[config.mk]
export PLATFORM = sky130hd
export DESIGN_NAME = cda_job_q
export DESIGN_NICKNAME = d
export VERILOG_FILES = /design/src/design/cda_pkg.sv /design/src/design/cda_job_q.sv
export SDC_FILE = /design/constraint.sdc
export NUM_CORES = 1
export LEC_CHECK = 0
export ABC_AREA = 1
export ABC_CLOCK_PERIOD_IN_PS = 3700
export BUFFER_PORTS_ARGS = -buffer_cell sky130_fd_sc_hd__buf_2
export CELL_PAD_IN_SITES_DETAIL_PLACEMENT = 1
export CELL_PAD_IN_SITES_GLOBAL_PLACEMENT = 1
export CORE_UTILIZATION = 30
export CTS_BUF_LIST = sky130_fd_sc_hd__clkbuf_8 sky130_fd_sc_hd__clkbuf_16
export CTS_CLUSTER_DIAMETER = 120
export CTS_CLUSTER_SIZE = 8
export DETAILED_ROUTE_END_ITERATION = 10
export PLACE_DENSITY_LB_ADDON = 0.1
export SLEW_MARGIN = 20
export SYNTH_ARGS = -nofsm -noshare
export SYNTH_HDL_FRONTEND = slang
export SYNTH_SLANG_ARGS = --single-unit
[constraint.sdc]
create_clock -name i_clk -period 3.7 [get_ports i_clk]
set_input_delay 0.185 -clock i_clk [delete_from_list [all_inputs] [get_ports i_clk]]
set_output_delay 0.185 -clock i_clk [all_outputs]
set_load 0.005 [all_outputs]
[src/design/cda_pkg.sv]
// Shared types and constants of the crowd density alpha block.
package cda_pkg;

    localparam int MAX_UNITS   = 64;
    localparam int IDX_W       = $clog2(MAX_UNITS);
    localparam int CNT_W       = $clog2(MAX_UNITS + 1);
    localparam int ADDR_W      = IDX_W + 1;
    localparam int STORE_DEPTH = 2 ** ADDR_W;
    localparam int POS_W       = 32;
    localparam int JOB_Q_DEPTH = 2;

    localparam int RADIUS_W  = 33;
    localparam int LIMIT_W   = 4;
    localparam int ALPHA_W   = 8;
    localparam int CFG_W     = 33;
    localparam int CFG_IDX_W = 2;

    localparam logic [RADIUS_W-1:0] RADIUS_SQ_RST = 33'd262144;
    localparam logic [LIMIT_W-1:0]  LIMIT_RST     = 4'd4;
    localparam logic [ALPHA_W-1:0]  DIM_ALPHA_RST = 8'd76;
    localparam logic [ALPHA_W-1:0]  OPAQUE_ALPHA  = 8'd255;

    typedef enum logic [CFG_IDX_W-1:0] {
        CFG_RADIUS_SQ   = 2'd0,
        CFG_CROWD_LIMIT = 2'd1,
        CFG_DIM_ALPHA   = 2'd2
    } t_cfg_idx;

    typedef struct packed {
        logic signed [15:0] y;
        logic signed [15:0] x;
    } t_pos;

    typedef struct packed {
        logic signed [15:0] pos_x;
        logic signed [15:0] pos_y;
        logic               frame_end;
    } t_in_item;

    typedef struct packed {
        logic [5:0] unit_index;
        logic [3:0] neighbor_count;
        logic [7:0] alpha;
        logic       overflow;
        logic       last_result;
    } t_out_item;

    typedef struct packed {
        logic             bank;
        logic [CNT_W-1:0] n;
        logic             overflow;
    } t_job;

    typedef struct packed {
        logic valid;
        logic bank;
    } t_release;

endpackage

[src/design/cda_job_q.sv]
// Short queue of frame jobs between the front end and the neighbor counter.
module cda_job_q
    import cda_pkg::*;
(
    input  logic i_clk,
    input  logic i_rst_n,
    input  logic i_push,
    input  t_job i_data,
    output logic o_full,
    input  logic i_pop,
    output logic o_valid,
    output t_job o_data
);

    localparam int JQ_AW = $clog2(JOB_Q_DEPTH);

    t_job             r_mem [JOB_Q_DEPTH];
    logic [JQ_AW-1:0] r_wp;
    logic [JQ_AW-1:0] r_rp;
    logic [JQ_AW:0]   r_cnt;
    logic             do_push;
    logic             do_pop;

    assign o_full  = (r_cnt == (JQ_AW + 1)'(JOB_Q_DEPTH));
    assign o_valid = (r_cnt != '0);
    assign o_data  = r_mem[r_rp];
    assign do_push = i_push && !o_full;
    assign do_pop  = i_pop && o_valid;

    always_ff @(posedge i_clk) begin
        if (do_push) begin
            r_mem[r_wp] <= i_data;
        end
    end

    always_ff @(posedge i_clk) begin
        if (!i_rst_n) begin
            r_wp  <= '0;
            r_rp  <= '0;
            r_cnt <= '0;
        end else begin
            if (do_push) begin
                r_wp <= r_wp + JQ_AW'(1);
            end
            if (do_pop) begin
                r_rp <= r_rp + JQ_AW'(1);
            end
            case ({do_push, do_pop})
                2'b10:   r_cnt <= r_cnt + (JQ_AW + 1)'(1);
                2'b01:   r_cnt <= r_cnt - (JQ_AW + 1)'(1);
                default: r_cnt <= r_cnt;
            endcase
        end
    end

endmodule

Word level (Yosys, flattened, before mapping)
Memory sizes are Yosys's and may differ from the RTL's. A register that Yosys moved wholly into a read port is not among the register bits.
Index checks and enable logic that the tools add are counted.
{ "word_totals": {"ramBits": 18, "mem_count": 1, "regBits": 4, "wordCells": 21} }
{ "mem_list": {"columns": ["name", "depth", "width", "rd", "rd_clocked_by_memory_dff", "wr", "line_no", "source"], "rows": [
  ["r_mem", 2, 9, 1, 1, 1, "cda_job_q.sv:17", "t_job r_mem [JOB_Q_DEPTH];"]
]} }
{ "op_classes": {"n_addsub": 4, "eq_ne": 3, "reduce_logical": 5, "mux": 5} }
{ "op_table": {"columns": ["cell", "count"], "rows": [
  ["$eq A2 B2 Y1 const B", 2],
  ["$mux W1", 4],
  ["$pmux W2 S2", 1],
  ["$reduce_bool A2 Y1", 2],
  ["$add A1 B1 Y1 const B", 2],
  ["$add A2 B1 Y2 const B", 1],
  ["$eq A2 B1 Y1 const B", 1],
  ["$logic_and A1 B1 Y1", 2],
  ["$sub A2 B1 Y2 const B", 1],
  ["$logic_not A1 Y1", 1]
]} }

Depth between registers and ports, before layout
Gate-level depths: netlist (run 1).
{ "depth": {"depth_word": 5, "ltp_mapped": 10} }

Worst setup path before layout (run 1)
No wires, ideal clock.
{ "synth_path": {"kind": "register to register", "from": "register r_cnt[0]", "to": "memory r_mem[0][0] in the netlist's numbering, enable pin", "t_required_ns": 3.326, "arrival_time_ns": 1.045, "slack_ns": 2.281, "path_stages_with_launch": 5, "cell_sequence": "dfxtp_1 nor2_4 nor2_4 inv_2 nor2_1"} }
{ "synth_via": {"elab_chain_cells": 5} }
{ "synth_rtl": {"columns": ["item", "line_no", "source"], "rows": [
  ["start, declared", "cda_job_q.sv:20", "logic [JQ_AW:0] r_cnt;"],
  ["start signal, assigned", "cda_job_q.sv:49", "2'b10: r_cnt <= r_cnt + (JQ_AW + 1)'(1);"],
  ["start signal, assigned", "cda_job_q.sv:50", "2'b01: r_cnt <= r_cnt - (JQ_AW + 1)'(1);"],
  ["start signal, assigned", "cda_job_q.sv:51", "default: r_cnt <= r_cnt;"],
  ["$eq A2 B2 Y1", "cda_job_q.sv:24", "assign o_full = (r_cnt == (JQ_AW + 1)'(JOB_Q_DEPTH));"],
  ["via o_full", "cda_job_q.sv:9", "output logic o_full,"],
  ["$logic_not A1 Y1", "cda_job_q.sv:27", "assign do_push = i_push && !o_full;"],
  ["$logic_and A1 B1 Y1", "cda_job_q.sv:27", null],
  ["$mux W1", "cda_job_q.sv:31", "if (do_push) begin"],
  ["$mux W1 (implied by the code)", "cda_job_q.sv:32", "r_mem[r_wp] <= i_data;"],
  ["end, declared", "cda_job_q.sv:17", null]
]} }
The timed path passes the listed nets, and every way through them passes these cells.

Final worst setup path (run 1)
{ "layout_path": {"from": "register r_cnt[0]", "to": "memory r_mem[0][6] in the netlist's numbering, enable pin"} }
{ "layout_via": {"elab_chain_cells": 5} }
{ "layout_rtl": {"columns": ["item", "line_no"], "rows": [
  ["$eq A2 B2 Y1", "cda_job_q.sv:24"],
  ["$logic_not A1 Y1", "cda_job_q.sv:27"],
  ["$logic_and A1 B1 Y1", "cda_job_q.sv:27"],
  ["$mux W1", "cda_job_q.sv:31"],
  ["$mux W1 (implied by the code)", "cda_job_q.sv:32"]
]} }
Every way passes these cells.

==> flow_metrics.env, run 1 <==
export IMPL_grt_pass1_wl_um=2640
export IMPL_die_area_sq_um=3280
export IMPL_setup_viol=0
export IMPL_cts_tree="done"
export IMPL_holdPathStages=1
export IMPL_antenna_cells=0
export IMPL_die_h_um=57.3
export IMPL_hold_class="in -> reg"
export IMPL_antenna_found_initial=0
export IMPL_cts_max_path_buffers=2
export IMPL_holdBufCountCts=0
export IMPL_final_period_utilization_pct=43.5
export IMPL_reg2reg_to="r_mem[0][6]"
export IMPL_vdd_ir_drop_max_mv=0.233
export IMPL_power_density_nw_per_um2=571
export IMPL_fillCellCount=314
export IMPL_skew_ns=0.00344
export IMPL_r2r_start="r_cnt[0]"
export IMPL_routed_via_density=4.60
export IMPL_seq_area_frac_synth_pct=69.9
export IMPL_start_util_pct=32.4
export IMPL_hold_end="r_mem[0][3]"
export IMPL_finalMaxSlewViolations=0
export IMPL_max_freq_mhz=622
export IMPL_synth_seq_cells=23
export IMPL_grt_start_max_net_pins=13
export IMPL_finalHoldViolCount=0
export IMPL_yosys_cell_types_count=17
export IMPL_postRouteAntennaNets=0
export IMPL_drt_wl_total_um=1550
export IMPL_cts_htree_levels=1
export IMPL_worst_slew_pin_slew_ns=0.710
export IMPL_layout_nets=107
export IMPL_syn_inst=66
export IMPL_clk_pin_slew_ns=0.08
export IMPL_synth_area_sq_um=916
export IMPL_drive_gt1_share_pct=39.1
export IMPL_cts_sinks=23
export IMPL_cts_root_buf="clkbuf_8"
export IMPL_worstPathMaxFanout=9
export IMPL_overflow=0
export IMPL_setup_worst_path_class="reg -> reg"
export IMPL_drt_iter0_drc=4
export IMPL_power_leakage_uw=0.000460
export IMPL_tns_ns=0
export IMPL_num_vias=566
export IMPL_cts_resized=0
export IMPL_r2r_slack_ns=2.09
export IMPL_final_util_pct=39.2
export IMPL_crit_required_ns=3.60
export IMPL_gp_congestion=0.647
export IMPL_syn2layout_area_growth_pct=21.2
export IMPL_wire_per_inst_um=12.6
export IMPL_cts_made_buffers=3
export IMPL_syn_avg_cell_area_sq_um=13.9
export IMPL_die_w_um=57.3
export IMPL_violations="design-rule violations"
export IMPL_hpwl_um=1190
export IMPL_reg2regPathDepth=4
export IMPL_drt_drc_violations_left=2
export IMPL_startpoint="r_cnt[0]"
export IMPL_cts_setup_buffers=0
export IMPL_clk_latency_ns=0.26
export IMPL_grt_pass1_vias=596
export IMPL_yosys_warnings=0
export IMPL_relSlewSlack_pct=52.5
export IMPL_drtPass1Iterations=6
export IMPL_min_delay_start="i_data[3]"
export IMPL_worst_setup_path_end_kind="register"
export IMPL_row_count=19
export IMPL_synth_net_count=80
export IMPL_numPortBuffers=23
export IMPL_cp_start_kind="register"
export IMPL_cp_arrival_ns=1.50
export IMPL_groute_usage_overall_pct=10.8
export IMPL_io_pins=24
export IMPL_max_cap_viol_count=0
export IMPL_rsz0062_at_grt="false"
export IMPL_core_area_sq_um=2830
export IMPL_finalCriticalPeriod_ns=1.61
export IMPL_outcome="complete, but fails checks"
## sequential cells by signal, summed over array words and instances (netlist names), named ones only
name and count:
r_cnt 2, r_rp 1, r_wp 1, r_mem 18
## worst max-delay path by stage
stage,to,depth (start not counted),slack [ns]
floorplan,r_mem[0][0],4,2.28
global placement,r_mem[0][5],4,2.15
detailed placement,r_mem[0][5],4,2.06
CTS,r_mem[0][5],4,2.04
global route,r_mem[0][8],4,1.96
finish,r_mem[0][6],4,2.09
## through the flow
| step | setup WS (ns) | power [uW] | hold slack [ns] | std cells | area (sq um) |
|---|---|---|---|---|---|
| floorplan | 2.28 | 436 | 0.284 | 66 | 916 |
| global placement | 2.15 | 490 | 0.384 | 119 | 1060 |
| detailed placement | 2.06 | 494 | 0.385 | 119 | 1060 |
| CTS | 2.04 | 647 | 0.106 | 123 | 1110 |
| global route | 1.96 | 673 | 0.0998 | 123 | 1110 |
| finish | 2.09 | 633 | 0.112 | 123 | 1110 |
## cells in the mapped netlist
master / n / area [sq um]
ha_1: 1 / 12.5
buf_2: 1 / 5.00
nor2_1: 9 / 33.8
nor2_4: 2 / 22.5
nor2_2: 1 / 6.26
nand3_1: 1 / 5.00
nand2_1: 5 / 18.8
edfxtp_1: 18 / 541
nand4_1: 1 / 6.26
inv_2: 3 / 11.3
mux2_1: 9 / 101
o21ai_1: 1 / 5.00
dfxtp_1: 5 / 100
o21a_2: 1 / 8.76
a21oi_1: 1 / 5.00
nand2_2: 3 / 18.8
inv_1: 4 / 15.0
## layout make-up
| type | instances | area [sq um] | area share (%) |
|---|---|---|---|
| Clock buffer | 3 | 41.3 | 3.72 |
| Clock inverter | 1 | 3.75 | 0.338 |
| Inverter | 7 | 26.3 | 2.37 |
| Multi-Input combinational cell | 35 | 244 | 22.0 |
| Sequential cell | 23 | 641 | 57.7 |
| Tap cell | 31 | 38.8 | 3.49 |
| Timing Repair Buffer | 23 | 115 | 10.4 |
## where the power goes
| part | switching, uW | internal [uW] | leakage (uW) |
|---|---|---|---|
| clock network | 76.1 | 74.0 | 0.0000269 |
| logic | 75.8 | 65.3 | 0.000224 |
| registers | 25.5 | 317 | 0.000210 |
| total | 177 | 456 | 0.000460 |
## cells in the final DEF (no fill, tap or decap), drive strengths merged
cell type	Yosys	routed
mux2	9	9
nand4	1	1
nor2	12	12
a21oi	1	1
o21a	1	1
edfxtp	18	18
dfxtp	5	5
o21ai	1	1
buf	1	23
nand3	1	1
clkbuf	0	3
inv	7	8
ha	1	1
nand2	8	8
## critical path, stage by stage (launching register included)
cell and delay (ns):
dfxtp_1 0.46, nor2_4 0.08, nor2_4 0.12, inv_2 0.05
nor2_1 0.54
## layer usage
| layer | track usage (%) | wire length (um) | vias up |
|---|---|---|---|
| met2 | 19.8 | 793 | 15 |
| met1 | 11.0 | 667 | 273 |
| met3 | 4.31 | 79 | 2 |
| met4 | 4.18 | 13 | 0 |
| met5 | 0 | 0 | - |
| li1 | - | - | 276 |
## logic make-up after synthesis
family	synth area share (%)
buffers and inverters	3.41
and+or+nand+nor	12.2
muxes	11.1
AOI/OAI and AO/OA	2.05
adders and majority gates	1.37
DFF	69.9
Note: power is estimated with default switching activity, not from simulation.
==> run 2: changes to the inputs <==
--- a/config.mk
+++ b/config.mk
@@ -6,7 +6,7 @@
 export NUM_CORES = 1
 export LEC_CHECK = 0
 export ABC_AREA = 1
-export ABC_CLOCK_PERIOD_IN_PS = 3700
+export ABC_CLOCK_PERIOD_IN_PS = 1600
 export BUFFER_PORTS_ARGS = -buffer_cell sky130_fd_sc_hd__buf_2
 export CELL_PAD_IN_SITES_DETAIL_PLACEMENT = 1
 export CELL_PAD_IN_SITES_GLOBAL_PLACEMENT = 1
==> constraint.sdc (replaced) <==
create_clock -name i_clk -period 1.6 [get_ports i_clk]
set_input_delay 0.08 -clock i_clk [delete_from_list [all_inputs] [get_ports i_clk]]
set_output_delay 0.08 -clock i_clk [all_outputs]
set_load 0.005 [all_outputs]
==> flow_metrics.env, run 2 (synthesized netlist as in run 1, its figures left out) <==
export IMPL_tns_ns=0
export IMPL_final_common_cell="buf_2"
export IMPL_skew_ns=0.00155
export IMPL_routed_via_density=4.56
export IMPL_worst_slew_pin_slew_ns=0.435
export IMPL_antenna_found_initial=0
export IMPL_cts_htree_levels=1
export IMPL_start_util_pct=32.4
export IMPL_num_vias=570
export IMPL_drtPass1Iterations=6
export IMPL_max_stage_delay_ns=0.59
export IMPL_row_count=19
export IMPL_finalCriticalPeriod_ns=1.42
export IMPL_cts_made_buffers=3
export IMPL_setup_viol=0
export IMPL_antenna_cells=0
export IMPL_power_density_nw_per_um2=1300
export IMPL_groute_usage_overall_pct=10.6
export IMPL_relSlewSlack_pct=71.0
export IMPL_cts_tree="done"
export IMPL_die_area_sq_um=3280
export IMPL_cp_arrival_ns=1.34
export IMPL_rsz0062_at_grt="false"
export IMPL_pre_cts_ws_ns=0.200
export IMPL_wire_per_inst_um=12.7
export IMPL_core_area_sq_um=2830
export IMPL_drt_iter0_drc=6
export IMPL_final_period_utilization_pct=88.9
export IMPL_largest_register_ffs=18
export IMPL_die_w_um=57.3
export IMPL_max_freq_mhz=703
export IMPL_cts_sinks=23
export IMPL_numPortBuffers=23
export IMPL_finalMaxSlewViolations=0
export IMPL_fillCellCount=316
export IMPL_grt_start_max_net_pins=13
export IMPL_top_regs="r_mem (18), r_cnt (2)"
export IMPL_final_cell_mix="buf_2 (23), edfxtp_1 (18), mux2_1 (9), nor2_1 (9)"
export IMPL_grt_pass1_wl_um=2520
export IMPL_max_cap_viol_count=0
export IMPL_final_cells=125
export IMPL_syn2layout_area_growth_pct=23.1
export IMPL_violations="design-rule violations"
export IMPL_finalHoldViolCount=0
export IMPL_top_register="r_mem"
export IMPL_drt_wl_total_um=1590
export IMPL_fin_ws_ns=0.177
export IMPL_crit_required_ns=1.52
export IMPL_drive_gt1_share_pct=39.4
export IMPL_hpwl_um=1160
export IMPL_grt_pass1_vias=552
export IMPL_worstPathMaxFanout=9
export IMPL_dp_cells=120
export IMPL_worst_setup_path_end_kind="output port"
export IMPL_setup_worst_path_class="reg -> out"
export IMPL_io_pins=24
export IMPL_outcome="complete, but fails checks"
export IMPL_whs_ns=0.0118
export IMPL_gp_congestion=0.687
export IMPL_die_h_um=57.3
export IMPL_cts_root_buf="clkbuf_8"
export IMPL_crit_chain="mux2_1, buf_2"
export IMPL_postRouteAntennaNets=0
export IMPL_cts_resized=0
export IMPL_overflow=0
export IMPL_drt_drc_violations_left=2
export IMPL_clk_latency_ns=0.25
export IMPL_hold_class="in -> reg"
export IMPL_clk_pin_slew_ns=0.08
export IMPL_cpLargestDelayFamily="flip-flops"
export IMPL_path_buf_inv=1
export IMPL_power_leakage_uw=0.000470
export IMPL_cp_start_kind="register"
export IMPL_cts_max_path_buffers=2
export IMPL_vdd_ir_drop_max_mv=0.476
export IMPL_layout_nets=109
export IMPL_slowest_stage="dfxtp_1"
[run 2: cell count changes in the layout (fill, tap and decap cells not counted)]
cell | before | now
buf_4 | 0 | 1
dlygate4sd3_1 | 0 | 1
[run 2: cell type report]
type / instances / area, sq um / share of cell area, %
clock buffer: 3 / 41.3 / 3.66
clock inverter: 1 / 3.75 / 0.333
inverter: 7 / 26.3 / 2.33
multi-input combinational: 35 / 244 / 21.6
sequential: 23 / 641 / 56.8
tap: 31 / 38.8 / 3.44
timing repair buffer: 25 / 133 / 11.8
[run 2: through the flow]
step                      area, sq um  util, %  total power [uW]
final                            1130     39.8              1470
after global routing             1130     39.8              1570
after CTS                        1120     39.5              1490
after detailed placement         1070     37.9              1150
after global placement           1070     37.9              1140
after floorplan                   916        -              1010
[run 2: metal layers]
layer / vias up / GRT usage [%] / routed length, um
met1: 274 / 13.6 / 706
met3: 2 / 2.27 / 82
li1: 281 / - / -
met2: 13 / 17.0 / 783
met4: 0 / 5.23 / 13
met5: - / 0 / 0
[run 2: timing repair]
item / in CTS / in global routing
hold endpoints to repair: 0 / 2
hold buffers: 0 / 1
setup buffers: 0 / 0
[run 2: path summary, 6_finish.rpt]
path	start	endpoint	slack (ns)	cells past startpoint
max	register	o_data[4]	0.18	2
min	i_data[4]	r_mem[1][4]	0.01	1
max reg2reg	r_cnt[0]	r_cnt[1]	0.19	9
min reg2reg	r_rp	register	0.49	2
[run 2: worst register-to-register path, stage by stage (launching register included)]
cell and delay [ns]:
dfxtp_1 0.45, nor2_4 0.08, nor2_4 0.11, inv_2 0.05, ha_1 0.30, inv_1 0.09
nand2_1 0.05, nor2_1 0.09, nor2_1 0.05, nor2_1 0.09
[run 2: power breakdown]
group / switching, uW / internal, uW
registers: 61.2 / 732
clock network: 167 / 171
logic: 179 / 158
total: 407 / 1060
==> run 3: changes to the inputs <==
--- a/config.mk
+++ b/config.mk
@@ -6,7 +6,7 @@
 export NUM_CORES = 1
 export LEC_CHECK = 0
 export ABC_AREA = 1
-export ABC_CLOCK_PERIOD_IN_PS = 1600
+export ABC_CLOCK_PERIOD_IN_PS = 1500
 export BUFFER_PORTS_ARGS = -buffer_cell sky130_fd_sc_hd__buf_2
 export CELL_PAD_IN_SITES_DETAIL_PLACEMENT = 1
 export CELL_PAD_IN_SITES_GLOBAL_PLACEMENT = 1
==> constraint.sdc (replaced) <==
create_clock -name i_clk -period 1.5 [get_ports i_clk]
set_input_delay 0.075 -clock i_clk [delete_from_list [all_inputs] [get_ports i_clk]]
set_output_delay 0.075 -clock i_clk [all_outputs]
set_load 0.005 [all_outputs]
==> flow_metrics.env, run 3 (synthesized netlist as in run 1, its figures left out) <==
export IMPL_grt_start_max_net_pins=13
export IMPL_drive_gt1_share_pct=41.1
export IMPL_final_cell_mix="buf_2 (23), edfxtp_1 (18), mux2_1 (9), nor2_1 (9)"
export IMPL_row_count=19
export IMPL_worst_setup_path_end_kind="register"
export IMPL_r2r_start="r_cnt[1]"
export IMPL_crit_required_ns=1.70
export IMPL_hold_class="in -> reg"
export IMPL_r2r_slack_ns=0.13
export IMPL_reg2regPathDepth=10
export IMPL_drt_iter0_drc=5
export IMPL_syn2layout_area_growth_pct=24.0
export IMPL_cts_root_buf="clkbuf_8"
export IMPL_skew_ns=0.00111
export IMPL_hpwl_um=1130
export IMPL_pre_cts_ws_ns=0.0915
export IMPL_min_delay_start="i_data[6]"
export IMPL_start_util_pct=32.4
export IMPL_seq_power_share_pct=52.8
export IMPL_numPortBuffers=23
export IMPL_power_switching_uw=422
export IMPL_groute_usage_overall_pct=9.57
export IMPL_clk_latency_ns=0.25
export IMPL_routed_via_density=4.44
export IMPL_rsz0062_at_grt="false"
export IMPL_finalCriticalPeriod_ns=1.37
export IMPL_postRouteAntennaNets=0
export IMPL_cp_start_kind="register"
export IMPL_hold_end="r_mem[0][6]"
export IMPL_relSlewSlack_pct=76.8
export IMPL_cts_made_buffers=3
export IMPL_drtPass1Iterations=6
export IMPL_register_area_sq_um=642
export IMPL_worstPathMaxFanout=4
export IMPL_antenna_cells=0
export IMPL_cpLargestDelayFamily="simple AND/OR/NAND/NOR gates"
export IMPL_die_area_sq_um=3280
export IMPL_final_util_pct=40.2
export IMPL_gp_congestion=0.680
export IMPL_overflow=0
export IMPL_clk_pin_slew_ns=0.07
export IMPL_max_freq_mhz=728
export IMPL_io_pins=24
export IMPL_cts_setup_buffers=0
export IMPL_fillCellCount=318
export IMPL_holdPathStages=1
export IMPL_slowest_stage="dfxtp_1"
export IMPL_cts_sinks=23
export IMPL_max_cap_viol_count=0
export IMPL_drt_wl_total_um=1450
export IMPL_cp_arrival_ns=1.57
export IMPL_whs_ns=0.00462
export IMPL_crit_top_cell="nor2_1"
export IMPL_core_area_sq_um=2830
export IMPL_final_common_cell="buf_2"
export IMPL_layout_nets=110
export IMPL_final_period_utilization_pct=91.6
export IMPL_finalHoldViolCount=0
export IMPL_cts_tree="done"
export IMPL_outcome="complete, but fails checks"
export IMPL_num_vias=560
export IMPL_power_density_nw_per_um2=1380
export IMPL_antenna_found_initial=0
export IMPL_max_stage_delay_ns=0.35
export IMPL_grt_pass1_vias=566
export IMPL_reg2reg_to="r_cnt[1]"
export IMPL_final_cells=126
export IMPL_path_buf_inv=3
export IMPL_crit_chain="inv_2, nor2_4, nor2_4, inv_2, ha_1, inv_1, nand2_1, nor2_1, nor2_1, nor2_1"
export IMPL_violations="design-rule violations"
export IMPL_setup_worst_path_class="reg -> reg"
export IMPL_wire_per_inst_um=11.5
export IMPL_cts_htree_levels=1
export IMPL_swShare_pct=27.0
export IMPL_fin_ws_ns=0.126
export IMPL_top_register="r_mem"
export IMPL_worst_slew_pin_slew_ns=0.348
export IMPL_top_regs="r_mem (18), r_cnt (2)"
export IMPL_grt_pass1_wl_um=2350
export IMPL_finalMaxSlewViolations=0
export IMPL_vdd_ir_drop_max_mv=0.488
export IMPL_drt_drc_violations_left=2
export IMPL_die_w_um=57.3
export IMPL_multi_input_area_sq_um=244
export IMPL_dp_cells=121
export IMPL_pwr_share_clk_pct=22.8
export IMPL_tns_ns=0
export IMPL_p_int_uw=1140
export IMPL_setup_viol=0
export IMPL_die_h_um=57.3
export IMPL_power_leakage_uw=0.000475
export IMPL_cts_max_path_buffers=2
export IMPL_p_comb_share_pct=24.4
export IMPL_largest_register_ffs=18
-- run 3: cell count changes in the layout (fill, tap and decap cells not counted), sizes merged --
cell / change
buf: +1
-- run 3: worst reg2reg max path, stage by stage, from the launching register on --
cell,delay [ns]
dfxtp_1,0.35
inv_2,0.10
nor2_4,0.04
nor2_4,0.11
inv_2,0.05
ha_1,0.30
inv_1,0.09
nand2_1,0.05
nor2_1,0.08
nor2_1,0.05
nor2_1,0.09
-- run 3: metrics by stage --
stage / area [sq um] / total power, uW
floorplan: 916 / 1080
global placement: 1080 / 1220
detailed placement: 1080 / 1230
CTS: 1120 / 1590
global route: 1140 / 1660
finish: 1140 / 1560
-- run 3: worst max-delay path by stage --
stage	from	endpoint	slack, ns	cells after the start
global placement	r_cnt[0]	r_cnt[1]	0.13	9
floorplan	r_cnt[0]	r_mem[0][0]	0.08	4
global route	r_cnt[1]	r_cnt[1]	0.03	10
detailed placement	r_cnt[0]	r_cnt[1]	0.09	9
CTS	r_cnt[0]	r_cnt[1]	0.08	9
finish	r_cnt[1]	r_cnt[1]	0.13	10
-- run 3: area by class of cell --
type                            instances  area share, %
Sequential cell                        23           56.5
Tap cell                               31           3.41
Multi-Input combinational cell         35           21.5
Timing Repair Buffer                   26           12.3
Inverter                                7           2.31
Clock buffer                            3           3.63
Clock inverter                          1          0.330
-- run 3: per-layer routing --
layer	global-route usage (%)	wire length, um	up-vias
li1	-	-	283
met4	4.18	17	0
met1	11.0	642	262
met2	16.5	725	13
met5	0	0	-
met3	2.95	63	2
-- run 3: what timing repair did --
action,CTS,global route
setup endpoints to repair,0,1
hold buffers,0,1
hold endpoints to repair,0,2
gates resized for setup,0,1
-- run 3: power by group through the flow --
stage          logic [uW]  clock network (uW)  registers, uW
2_1_floorplan         248                   0            829
3_3_place_gp          385                   0            837
3_5_place_dp          389                   0            839
4_1_cts               391                 373            826
5_1_grt               428                 400            833
6_report              381                 356            826
